**src/gfbc_pkg.sv**
```systemverilog
`timescale 1ns / 1ps

package gfbc_pkg;

    // Face set
    localparam int NUM_FACES  = 42;
    localparam int PENT_COUNT = 12;
    localparam int FACE_W     = 6;
    localparam int RANK_DEPTH = 3;

    // Point components are Q1.14; dot products are Q2.28 in 34 signed bits
    localparam int PT_W    = 16;
    localparam int IN_FRAC = 14;
    localparam int DOT_W   = 34;

    // Gap threshold register
    localparam int                GAP_W     = 30;
    localparam logic [GAP_W-1:0]  GAP_MASK  = 30'h3FFF_FFFF;
    localparam logic [GAP_W-1:0]  GAP_RESET = 30'd21474836;

    // Axis select for the centre table
    localparam logic [1:0] AXIS_X = 2'd0;
    localparam logic [1:0] AXIS_Y = 2'd1;
    localparam logic [1:0] AXIS_Z = 2'd2;

    // Face issued to the dot-product unit
    typedef struct packed {
        logic              vld;
        logic              last;
        logic [FACE_W-1:0] face;
    } issue_t;

    // Candidate moving down the ranking chain
    typedef struct packed {
        logic                    vld;
        logic                    last;
        logic signed [DOT_W-1:0] dot;
        logic [FACE_W-1:0]       face;
    } cand_t;

    // Entry held in one ranking cell
    typedef struct packed {
        logic                    vld;
        logic signed [DOT_W-1:0] dot;
        logic [FACE_W-1:0]       face;
    } entry_t;

    // Centre magnitudes in Q1.31: 0, 1/sqrt(1+phi^2), phi/sqrt(1+phi^2), 1, 1/2, phi/2, 1/(2 phi)
    function automatic logic [31:0] mag31(input logic [2:0] k);
        logic [31:0] m;
        case (k)
            3'd1:    m = 32'd1128998967;
            3'd2:    m = 32'd1826758701;
            3'd3:    m = 32'd2147483648;
            3'd4:    m = 32'd1073741824;
            3'd5:    m = 32'd1737350766;
            3'd6:    m = 32'd663608942;
            default: m = 32'd0;
        endcase
        return m;
    endfunction

    // Signed magnitude codes {x, y, z} per face; vertices first, then edge midpoints
    function automatic logic [11:0] face_codes(input logic [FACE_W-1:0] face);
        logic [11:0] c;
        case (face)
            6'd0:    c = {-4'sd1,  4'sd2,  4'sd0};
            6'd1:    c = { 4'sd1,  4'sd2,  4'sd0};
            6'd2:    c = {-4'sd1, -4'sd2,  4'sd0};
            6'd3:    c = { 4'sd1, -4'sd2,  4'sd0};
            6'd4:    c = { 4'sd0, -4'sd1,  4'sd2};
            6'd5:    c = { 4'sd0,  4'sd1,  4'sd2};
            6'd6:    c = { 4'sd0, -4'sd1, -4'sd2};
            6'd7:    c = { 4'sd0,  4'sd1, -4'sd2};
            6'd8:    c = { 4'sd2,  4'sd0, -4'sd1};
            6'd9:    c = { 4'sd2,  4'sd0,  4'sd1};
            6'd10:   c = {-4'sd2,  4'sd0, -4'sd1};
            6'd11:   c = {-4'sd2,  4'sd0,  4'sd1};
            6'd12:   c = {-4'sd5,  4'sd4,  4'sd6};
            6'd13:   c = {-4'sd4,  4'sd6,  4'sd5};
            6'd14:   c = {-4'sd6,  4'sd5,  4'sd4};
            6'd15:   c = { 4'sd6,  4'sd5,  4'sd4};
            6'd16:   c = { 4'sd0,  4'sd3,  4'sd0};
            6'd17:   c = { 4'sd6,  4'sd5, -4'sd4};
            6'd18:   c = {-4'sd6,  4'sd5, -4'sd4};
            6'd19:   c = {-4'sd4,  4'sd6, -4'sd5};
            6'd20:   c = {-4'sd5,  4'sd4, -4'sd6};
            6'd21:   c = {-4'sd3,  4'sd0,  4'sd0};
            6'd22:   c = { 4'sd4,  4'sd6,  4'sd5};
            6'd23:   c = { 4'sd5,  4'sd4,  4'sd6};
            6'd24:   c = {-4'sd4, -4'sd6,  4'sd5};
            6'd25:   c = { 4'sd0,  4'sd0,  4'sd3};
            6'd26:   c = {-4'sd5, -4'sd4, -4'sd6};
            6'd27:   c = {-4'sd5, -4'sd4,  4'sd6};
            6'd28:   c = { 4'sd0,  4'sd0, -4'sd3};
            6'd29:   c = {-4'sd4, -4'sd6, -4'sd5};
            6'd30:   c = { 4'sd5,  4'sd4, -4'sd6};
            6'd31:   c = { 4'sd4,  4'sd6, -4'sd5};
            6'd32:   c = { 4'sd5, -4'sd4,  4'sd6};
            6'd33:   c = { 4'sd4, -4'sd6,  4'sd5};
            6'd34:   c = { 4'sd6, -4'sd5,  4'sd4};
            6'd35:   c = {-4'sd6, -4'sd5,  4'sd4};
            6'd36:   c = { 4'sd0, -4'sd3,  4'sd0};
            6'd37:   c = {-4'sd6, -4'sd5, -4'sd4};
            6'd38:   c = { 4'sd6, -4'sd5, -4'sd4};
            6'd39:   c = { 4'sd4, -4'sd6, -4'sd5};
            6'd40:   c = { 4'sd5, -4'sd4, -4'sd6};
            6'd41:   c = { 4'sd3,  4'sd0,  4'sd0};
            default: c = 12'd0;
        endcase
        return c;
    endfunction

    // One centre component in Q1.fb, magnitude rounded half up, sign applied after
    function automatic logic signed [32:0] face_comp(input logic [FACE_W-1:0] face,
                                                     input logic [1:0]        axis,
                                                     input int                fb);
        logic [11:0]        codes;
        logic signed [3:0]  code;
        logic [2:0]         k;
        logic [32:0]        mag;
        logic [32:0]        m;
        int                 sh;
        codes = face_codes(face);
        case (axis)
            AXIS_X:  code = codes[11:8];
            AXIS_Y:  code = codes[7:4];
            default: code = codes[3:0];
        endcase
        k   = code[3] ? 3'(-code) : code[2:0];
        mag = {1'b0, mag31(k)};
        sh  = 31 - fb;
        m   = (mag + (33'd1 << (sh - 1))) >> sh;
        return code[3] ? -$signed(m) : $signed(m);
    endfunction

endpackage

```
**src/gfbc_dot_unit.sv**
```systemverilog
`timescale 1ns / 1ps

module gfbc_dot_unit #(
    parameter int FRACTION_BITS = 14
) (
    input  logic                               aclk,
    input  logic                               aresetn,
    input  gfbc_pkg::issue_t                   issue,
    input  logic signed [gfbc_pkg::PT_W-1:0]   pt_x,
    input  logic signed [gfbc_pkg::PT_W-1:0]   pt_y,
    input  logic signed [gfbc_pkg::PT_W-1:0]   pt_z,
    output gfbc_pkg::cand_t                    cand
);
    import gfbc_pkg::*;

    localparam int COMP_W = FRACTION_BITS + 2;
    localparam int PROD_W = PT_W + COMP_W;
    localparam int RAW_W  = PROD_W + 2;

    logic signed [32:0]        comp_x_full, comp_y_full, comp_z_full;
    logic signed [COMP_W-1:0]  comp_x, comp_y, comp_z;
    logic signed [PROD_W-1:0]  prod_x_reg, prod_y_reg, prod_z_reg;
    issue_t                    stage_a_reg;
    logic signed [RAW_W-1:0]   raw_sum;
    logic signed [DOT_W-1:0]   dot_q28;
    cand_t                     cand_reg;

    // Centre table lookup for the face being issued
    assign comp_x_full = face_comp(issue.face, AXIS_X, FRACTION_BITS);
    assign comp_y_full = face_comp(issue.face, AXIS_Y, FRACTION_BITS);
    assign comp_z_full = face_comp(issue.face, AXIS_Z, FRACTION_BITS);
    assign comp_x = comp_x_full[COMP_W-1:0];
    assign comp_y = comp_y_full[COMP_W-1:0];
    assign comp_z = comp_z_full[COMP_W-1:0];

    // Stage A: three products
    always_ff @(posedge aclk) begin
        if (!aresetn) begin
            stage_a_reg <= '0;
        end else begin
            stage_a_reg <= issue;
        end
        prod_x_reg <= pt_x * comp_x;
        prod_y_reg <= pt_y * comp_y;
        prod_z_reg <= pt_z * comp_z;
    end

    // Stage B: sum and scale to Q2.28
    assign raw_sum = RAW_W'(prod_x_reg) + RAW_W'(prod_y_reg) + RAW_W'(prod_z_reg);

    generate
        if (FRACTION_BITS > IN_FRAC) begin : g_round
            localparam int SH = FRACTION_BITS - IN_FRAC;
            localparam logic signed [RAW_W-1:0] HALF = RAW_W'(1) <<< (SH - 1);
            logic signed [RAW_W-1:0] rounded;
            assign rounded = (raw_sum + HALF) >>> SH;
            assign dot_q28 = rounded[DOT_W-1:0];
        end else if (FRACTION_BITS < IN_FRAC) begin : g_widen
            localparam int SH = IN_FRAC - FRACTION_BITS;
            assign dot_q28 = DOT_W'(raw_sum) <<< SH;
        end else begin : g_exact
            assign dot_q28 = DOT_W'(raw_sum);
        end
    endgenerate

    always_ff @(posedge aclk) begin
        if (!aresetn) begin
            cand_reg.vld  <= 1'b0;
            cand_reg.last <= 1'b0;
        end else begin
            cand_reg.vld  <= stage_a_reg.vld;
            cand_reg.last <= stage_a_reg.vld & stage_a_reg.last;
        end
        cand_reg.dot  <= dot_q28;
        cand_reg.face <= stage_a_reg.face;
    end

    assign cand = cand_reg;

endmodule

```
**src/gfbc_rank_cell.sv**
```systemverilog
`timescale 1ns / 1ps

module gfbc_rank_cell (
    input  logic              aclk,
    input  logic              aresetn,
    input  logic              clear,
    input  gfbc_pkg::cand_t   cand_in,
    output gfbc_pkg::cand_t   cand_out,
    output gfbc_pkg::entry_t  held
);
    import gfbc_pkg::*;

    entry_t held_reg;
    cand_t  pass_reg;
    logic   wins;

    // Larger dot wins; equal dots go to the lower face number
    assign wins = cand_in.vld &&
                  (!held_reg.vld || (cand_in.dot > held_reg.dot) ||
                   ((cand_in.dot == held_reg.dot) && (cand_in.face < held_reg.face)));

    // Keep the better of held and incoming, hand the other to the next cell
    always_ff @(posedge aclk) begin
        if (!aresetn || clear) begin
            held_reg.vld  <= 1'b0;
            pass_reg.vld  <= 1'b0;
            pass_reg.last <= 1'b0;
        end else begin
            pass_reg.last <= cand_in.vld & cand_in.last;
            if (wins) begin
                held_reg.vld <= 1'b1;
                pass_reg.vld <= held_reg.vld;
            end else begin
                pass_reg.vld <= cand_in.vld;
            end
        end
        if (wins) begin
            held_reg.dot  <= cand_in.dot;
            held_reg.face <= cand_in.face;
            pass_reg.dot  <= held_reg.dot;
            pass_reg.face <= held_reg.face;
        end else begin
            pass_reg.dot  <= cand_in.dot;
            pass_reg.face <= cand_in.face;
        end
    end

    assign cand_out = pass_reg;
    assign held     = held_reg;

endmodule

```
**src/geodesic_face_boundary_classifier_unit.sv**
```systemverilog
`timescale 1ns / 1ps

// Geodesic face boundary classifier.
// Input channel s_*: one point on the unit sphere, three signed Q1.14 components.
// Result channel m_*: nearest and second face (0..41, faces below 12 are pentagons),
// the Q2.28 gap between the two best dot products (saturated to 30 bits) and a
// boundary flag. cfg_we/cfg_wdata write the Q2.28 gap threshold at any edge; write it
// only while no item is in flight.
// One item is worked on at a time. The 42 faces go one per cycle through a shared
// dot-product unit (two register stages) into a chain of three ranking cells; a new
// item is taken only after the previous result has been loaded into the output register.
// s_ready is high whenever no item is in work, even while a result waits on m_ready;
// a finished result that finds the output register still full waits in the block
// and holds off the next item until the output is taken.
// Reset (aresetn low, synchronous) empties the pipeline and the output register and
// loads the threshold with its default of about 0.08.
module geodesic_face_boundary_classifier_unit #(
    parameter int FRACTION_BITS = 14
) (
    input  logic                                  aclk,
    input  logic                                  aresetn,
    input  logic                                  s_valid,
    output logic                                  s_ready,
    input  logic signed [gfbc_pkg::PT_W-1:0]      s_point_x,
    input  logic signed [gfbc_pkg::PT_W-1:0]      s_point_y,
    input  logic signed [gfbc_pkg::PT_W-1:0]      s_point_z,
    output logic                                  m_valid,
    input  logic                                  m_ready,
    output logic [gfbc_pkg::FACE_W-1:0]           m_nearest_face,
    output logic [gfbc_pkg::FACE_W-1:0]           m_second_face,
    output logic                                  m_nearest_is_pentagon,
    output logic [gfbc_pkg::GAP_W-1:0]            m_top_gap,
    output logic                                  m_near_boundary,
    input  logic                                  cfg_we,
    input  logic [gfbc_pkg::GAP_W-1:0]            cfg_wdata
);
    import gfbc_pkg::*;

    typedef enum logic [1:0] {
        ST_IDLE,
        ST_RUN,
        ST_DRAIN,
        ST_FINISH
    } state_t;

    state_t                  state_reg;
    logic [FACE_W-1:0]       face_cnt_reg;
    logic signed [PT_W-1:0]  pt_x_reg, pt_y_reg, pt_z_reg;
    logic [GAP_W-1:0]        gap_thr_reg;
    logic [DOT_W-1:0]        gap1_reg, gap2_reg;
    logic [FACE_W-1:0]       id0_reg, id1_reg, id2_reg;
    logic                    m_valid_reg;
    logic [FACE_W-1:0]       nearest_reg, second_reg;
    logic                    is_pent_reg, near_bnd_reg;
    logic [GAP_W-1:0]        top_gap_reg;

    logic                    accept;
    logic                    out_free;
    issue_t                  issue;
    cand_t                   chain [0:RANK_DEPTH];
    entry_t                  held  [0:RANK_DEPTH-1];

    logic                    p0, p1, p2;
    logic [DOT_W:0]          gap1_x2, gap2_x2;
    logic [DOT_W:0]          thr_x3;
    logic                    near_bnd;
    logic [GAP_W-1:0]        top_gap;

    assign s_ready  = (state_reg == ST_IDLE);
    assign accept   = s_valid && s_ready;
    assign out_free = !m_valid_reg || m_ready;

    // Face sequencer feeding the dot-product unit
    assign issue.vld  = (state_reg == ST_RUN);
    assign issue.last = (face_cnt_reg == FACE_W'(NUM_FACES - 1));
    assign issue.face = face_cnt_reg;

    gfbc_dot_unit #(
        .FRACTION_BITS (FRACTION_BITS)
    ) u_dot (
        .aclk    (aclk),
        .aresetn (aresetn),
        .issue   (issue),
        .pt_x    (pt_x_reg),
        .pt_y    (pt_y_reg),
        .pt_z    (pt_z_reg),
        .cand    (chain[0])
    );

    // Ranking chain: cell k ends up holding the k-th best face
    generate
        for (genvar k = 0; k < RANK_DEPTH; k++) begin : g_cell
            gfbc_rank_cell u_cell (
                .aclk     (aclk),
                .aresetn  (aresetn),
                .clear    (accept),
                .cand_in  (chain[k]),
                .cand_out (chain[k+1]),
                .held     (held[k])
            );
        end
    endgenerate

    // Boundary tests on the registered gaps
    assign p0      = (id0_reg < FACE_W'(PENT_COUNT));
    assign p1      = (id1_reg < FACE_W'(PENT_COUNT));
    assign p2      = (id2_reg < FACE_W'(PENT_COUNT));
    assign gap1_x2 = {gap1_reg, 1'b0};
    assign gap2_x2 = {gap2_reg, 1'b0};
    assign thr_x3  = (DOT_W + 1)'(gap_thr_reg) + (DOT_W + 1)'({gap_thr_reg, 1'b0});
    assign near_bnd = p0 || (gap1_reg < DOT_W'(gap_thr_reg))
                    || (p1 && (gap1_x2 < thr_x3))
                    || (p2 && (gap2_x2 < thr_x3));
    assign top_gap = (gap1_reg > DOT_W'(GAP_MASK)) ? GAP_MASK : gap1_reg[GAP_W-1:0];

    // Control, threshold register and output register
    always_ff @(posedge aclk) begin
        if (!aresetn) begin
            state_reg    <= ST_IDLE;
            face_cnt_reg <= '0;
            gap_thr_reg  <= GAP_RESET;
            m_valid_reg  <= 1'b0;
        end else begin
            if (cfg_we) begin
                gap_thr_reg <= cfg_wdata;
            end
            // a finishing item refills the output register in the same cycle
            if (m_valid_reg && m_ready && (state_reg != ST_FINISH)) begin
                m_valid_reg <= 1'b0;
            end
            case (state_reg)
                ST_IDLE: begin
                    if (accept) begin
                        face_cnt_reg <= '0;
                        state_reg    <= ST_RUN;
                    end
                end
                ST_RUN: begin
                    face_cnt_reg <= face_cnt_reg + 1'b1;
                    if (issue.last) begin
                        state_reg <= ST_DRAIN;
                    end
                end
                ST_DRAIN: begin
                    if (chain[RANK_DEPTH].last) begin
                        state_reg <= ST_FINISH;
                    end
                end
                ST_FINISH: begin
                    if (out_free) begin
                        m_valid_reg <= 1'b1;
                        state_reg   <= ST_IDLE;
                    end
                end
                default: begin
                    state_reg <= ST_IDLE;
                end
            endcase
        end
        if (accept) begin
            pt_x_reg <= s_point_x;
            pt_y_reg <= s_point_y;
            pt_z_reg <= s_point_z;
        end
        if (state_reg == ST_DRAIN && chain[RANK_DEPTH].last) begin
            gap1_reg <= DOT_W'(held[0].dot - held[1].dot);
            gap2_reg <= DOT_W'(held[0].dot - held[2].dot);
            id0_reg  <= held[0].face;
            id1_reg  <= held[1].face;
            id2_reg  <= held[2].face;
        end
        if (state_reg == ST_FINISH && out_free) begin
            nearest_reg  <= id0_reg;
            second_reg   <= id1_reg;
            is_pent_reg  <= p0;
            top_gap_reg  <= top_gap;
            near_bnd_reg <= near_bnd;
        end
    end

    assign m_valid               = m_valid_reg;
    assign m_nearest_face        = nearest_reg;
    assign m_second_face         = second_reg;
    assign m_nearest_is_pentagon = is_pent_reg;
    assign m_top_gap             = top_gap_reg;
    assign m_near_boundary       = near_bnd_reg;

endmodule

```
**config.mk**
```make
export PLATFORM = sky130hd
export DESIGN_NAME = geodesic_face_boundary_classifier_unit
export DESIGN_NICKNAME = d
export VERILOG_FILES = /design/src/gfbc_pkg.sv /design/src/gfbc_dot_unit.sv /design/src/gfbc_rank_cell.sv /design/src/geodesic_face_boundary_classifier_unit.sv
export SDC_FILE = /design/constraint.sdc
export NUM_CORES = 2
export LEC_CHECK = 0
export BUFFER_PORTS_ARGS = -buffer_cell sky130_fd_sc_hd__buf_2
export CAP_MARGIN = 30
export CORE_ASPECT_RATIO = 0.9
export CORE_MARGIN = 10
export CORE_UTILIZATION = 40
export CTS_BUF_LIST = sky130_fd_sc_hd__clkbuf_16
export DETAILED_ROUTE_END_ITERATION = 7
export GPL_ROUTABILITY_DRIVEN = 1
export GPL_TIMING_DRIVEN = 0
export HOLD_SLACK_MARGIN = 0.05
export PLACE_DENSITY = 0.55
export SLEW_MARGIN = 20
export SYNTH_ARGS = -nofsm -noshare
export SYNTH_HDL_FRONTEND = slang
export SYNTH_SLANG_ARGS = --single-unit
```
**constraint.sdc**
```tcl
create_clock -name aclk -period 24.3 [get_ports aclk]
set_clock_uncertainty 0.15 [all_clocks]
set_input_delay 2.43 -clock aclk [delete_from_list [all_inputs] [get_ports aclk]]
set_output_delay 2.43 -clock aclk [all_outputs]
set_load 0.02 [all_outputs]
```
==> summary.txt <==
GRT
  • Initial antenna violation count: 3
  • Global-route usage over all layers: 0.180
  • Vias in the first global route: 42.6k
  • First-pass GRT wire length: 234,000 um
  • Largest net degree at the start of global routing: 58
  • Overflow after GRT: 0

Worst setup path
  • CP top delay family: adder cells
  • Crit start category: flip-flop
  • Max incr delay on CP: 0.74 ns
  • Crit Path Class: flip-flop to flip-flop
  • Crit. End Element: flip-flop
  • WP data required: 24.69 ns
  • Worst Path Max Fanout: 10
  • Worst path most repeated cell: fa_1
  • CP max-delay cell: mux2i_1
  • Crit path DAT: 11.46 ns
  • CP Buf/Inv Count: 8

Placed design
  • DP Wirelength: 124,000 um
  • IO Port Bufs: 127
  • Pre-CTS setup slack: 13.37 ns
  • Inst Count DP: 7,928
  • GP Congestion: 0.921

Outcome
  • Status: finished clean

Logic synthesis
  • Async set or reset register ratio after synthesis: 0
  • Yosys cell types: 87
  • Syn_area_per_cell: 10.1 um2
  • FF+latch count, synth: 581
  • Cells after Synth: 5,826
  • Sequential share of the synthesized area: 0.247
  • Synthesized net count: 7,354
  • Mapped Area: 0.0591 mm2
  • Number of synthesized flops with an enable pin: 296
  • Ys flop type: edfxtp_1
  • Synthesis warning total: 0

STA
  • # setup viols final: 0
  • RSZ-0062 raised after global routing: no
  • Final number of hold-violating endpoints: 0
  • Period utilization: 0.456
  • Worst Tran Pin Value: 0.947 ns
  • Fin crit period: 11.07 ns
  • F_max: 0.0903 GHz
  • Setup TNS: 0 ns
  • Max-slew violations: 0
  • PnR worst setup slack: 13.23 ns
  • Max_slew headroom: 0.351

Clock network
  • CTS buffer count: 72
  • CTS tree: built
  • H-tree levels: 3
  • Setup Fix Bufs, Post-CTS: 0
  • Cts hold-fix bufs: 0
  • Skew-Pair Late Insertion Delay: 0.68 ns
  • Clock slew at reported path FFs: 0.06 ns
  • CTS Buffer Depth: 3
  • Post-CTS sizing: 0
  • Sink Count: 581
  • CTS root buf: clkbuf_16

Hold path
  • Hold path startpoint: u_dot.stage_a_reg[2]$_SDFF_PN0_
  • Hold Path Class: flip-flop to flip-flop

Route
  • DR WL met2: 68,900 um
  • Final WL: 145,000 um
  • DRC: 0
  • DRT Pass-1 Iters: 7
  • Routed length on met1: 65,500 um
  • Drt initial violations: 2,143
  • Antenna Violating Nets Remaining: 0
  • Met3 WL: 6500 um
  • Vias per cell: 4.99
  • DR top layer: met4
  • Via Count: 40.2k
  • Drt wl/cell: 18.0 um

Finish
  • Final net count: 7,574
  • Commonest non-fill, non-tap cell in the layout: inv_1
  • Area Overhead vs Synth: 9.73%
  • Layout cells sized above 1: 0.0596
  • FILL cells: 14.2k
  • Max reg flops: 123
  • Finished Layout Cells: 8,066
  • Most frequent cells in the layout: inv_1 (1,150), fa_1 (819), ha_1 (626)

Floorplanning
  • Io pins: 129
  • Num rows: 133
  • Die area: 0.164 mm2
  • Initial core utilization: 0.404
  • Die Ht: 385 um
  • Die width: 425 um
  • Core region area: 0.146 mm2

Flow run
  • Max-cap violations: 0
final timing paths:
check	to	slack (ns)	cells after the start
hold reg to reg	u_dot.cand[2]$_DFF_P_	0.16	0
setup reg to reg	u_dot.prod_x_reg[28]$_DFF_P_	13.23	32
hold / removal	u_dot.cand[2]$_DFF_P_	0.16	0
setup / recovery	u_dot.prod_x_reg[28]$_DFF_P_	13.23	32
logic make-up (layout without fill, tap and decap cells):
kind of cell,Yosys count,count (layout),synth area share
and+or+nand+nor,1289,1289,0.110
muxes,106,106,0.0196
DFF,581,581,0.247
AOI/OAI and AO/OA,881,881,0.0966
buffers and inverters,1283,1560,0.0817
xor gates and xnor gates,240,240,0.0357
other,0,6,0
adders and majority gates,1446,1446,0.410
area by class of cell:
class | instances | area (um2) | area share
clock inverter | 57 | 534 | 0.00823
buffer | 145 | 559 | 0.00862
timing repair buffer | 146 | 845 | 0.0130
antenna | 6 | 15.0 | 0.000231
tap | 1957 | 2450 | 0.0377
inverter | 1138 | 4270 | 0.0658
clock buffer | 74 | 1850 | 0.0285
multi-input combinational | 3962 | 39800 | 0.613
sequential | 581 | 14600 | 0.225
through the flow:
step / utilization / area (um2) / hold slack, ns
global placement: 0.425 / 62200 / 0.161
global route: 0.443 / 64900 / 0.180
CTS: 0.443 / 64900 / 0.157
finish: 0.443 / 64900 / 0.161
floorplan: - / 59100 / 0.160
detailed placement: 0.427 / 62500 / 0.162
per-layer routing:
metal / track usage / vias to the layer above
met5: 0 / -
met4: 0.0542 / 0
met3: 0.0255 / 169
met2: 0.302 / 775
met1: 0.242 / 19896
li1: - / 19371
synth_stat cells, types with 20 or more instances:
| library cell | number | area share |
|---|---|---|
| nand2_1 | 381 | 0.024 |
| o21ai_0 | 161 | 0.014 |
| a21o_1 | 140 | 0.018 |
| mux2_2 | 40 | 0.0076 |
| fa_1 | 819 | 0.28 |
| nor3_1 | 39 | 0.0033 |
| xnor2_1 | 172 | 0.025 |
| nand3_1 | 60 | 0.0051 |
| mux2i_1 | 27 | 0.0046 |
| a21oi_1 | 250 | 0.021 |
| nor2_1 | 222 | 0.014 |
| xor2_1 | 67 | 0.0099 |
| a31oi_1 | 30 | 0.0032 |
| nand2b_1 | 71 | 0.0075 |
| a211oi_1 | 29 | 0.0037 |
| or2_2 | 20 | 0.0021 |
| mux2_1 | 39 | 0.0074 |
| nand4_1 | 39 | 0.0041 |
| clkbuf_1 | 130 | 0.0083 |
| dfxtp_1 | 285 | 0.096 |
| o21bai_1 | 31 | 0.0039 |
| o211ai_1 | 37 | 0.0047 |
| ha_1 | 626 | 0.13 |
| edfxtp_1 | 296 | 0.15 |
| nor2b_1 | 89 | 0.0094 |
| inv_1 | 1136 | 0.072 |
| and3_1 | 78 | 0.0083 |
| and2_1 | 246 | 0.026 |
| o21a_1 | 57 | 0.0072 |
worst reg2reg max path: cells and delay by family, from the launching register on:
family                   cells  cell delay (ns)
AO/OA/AOI/OAI                5             1.11
XOR/XNOR                     1             0.12
adder cells (fa/ha/maj)      9             3.93
buffers and inverters        8             2.30
flip-flops                   1             0.42
multiplexers                 1             0.74
AND/OR/NAND/NOR              8             2.16
Power is left out: the tool's default activity adds up to more than one toggle a clock period on the data nets, which glitch-free logic cannot reach.
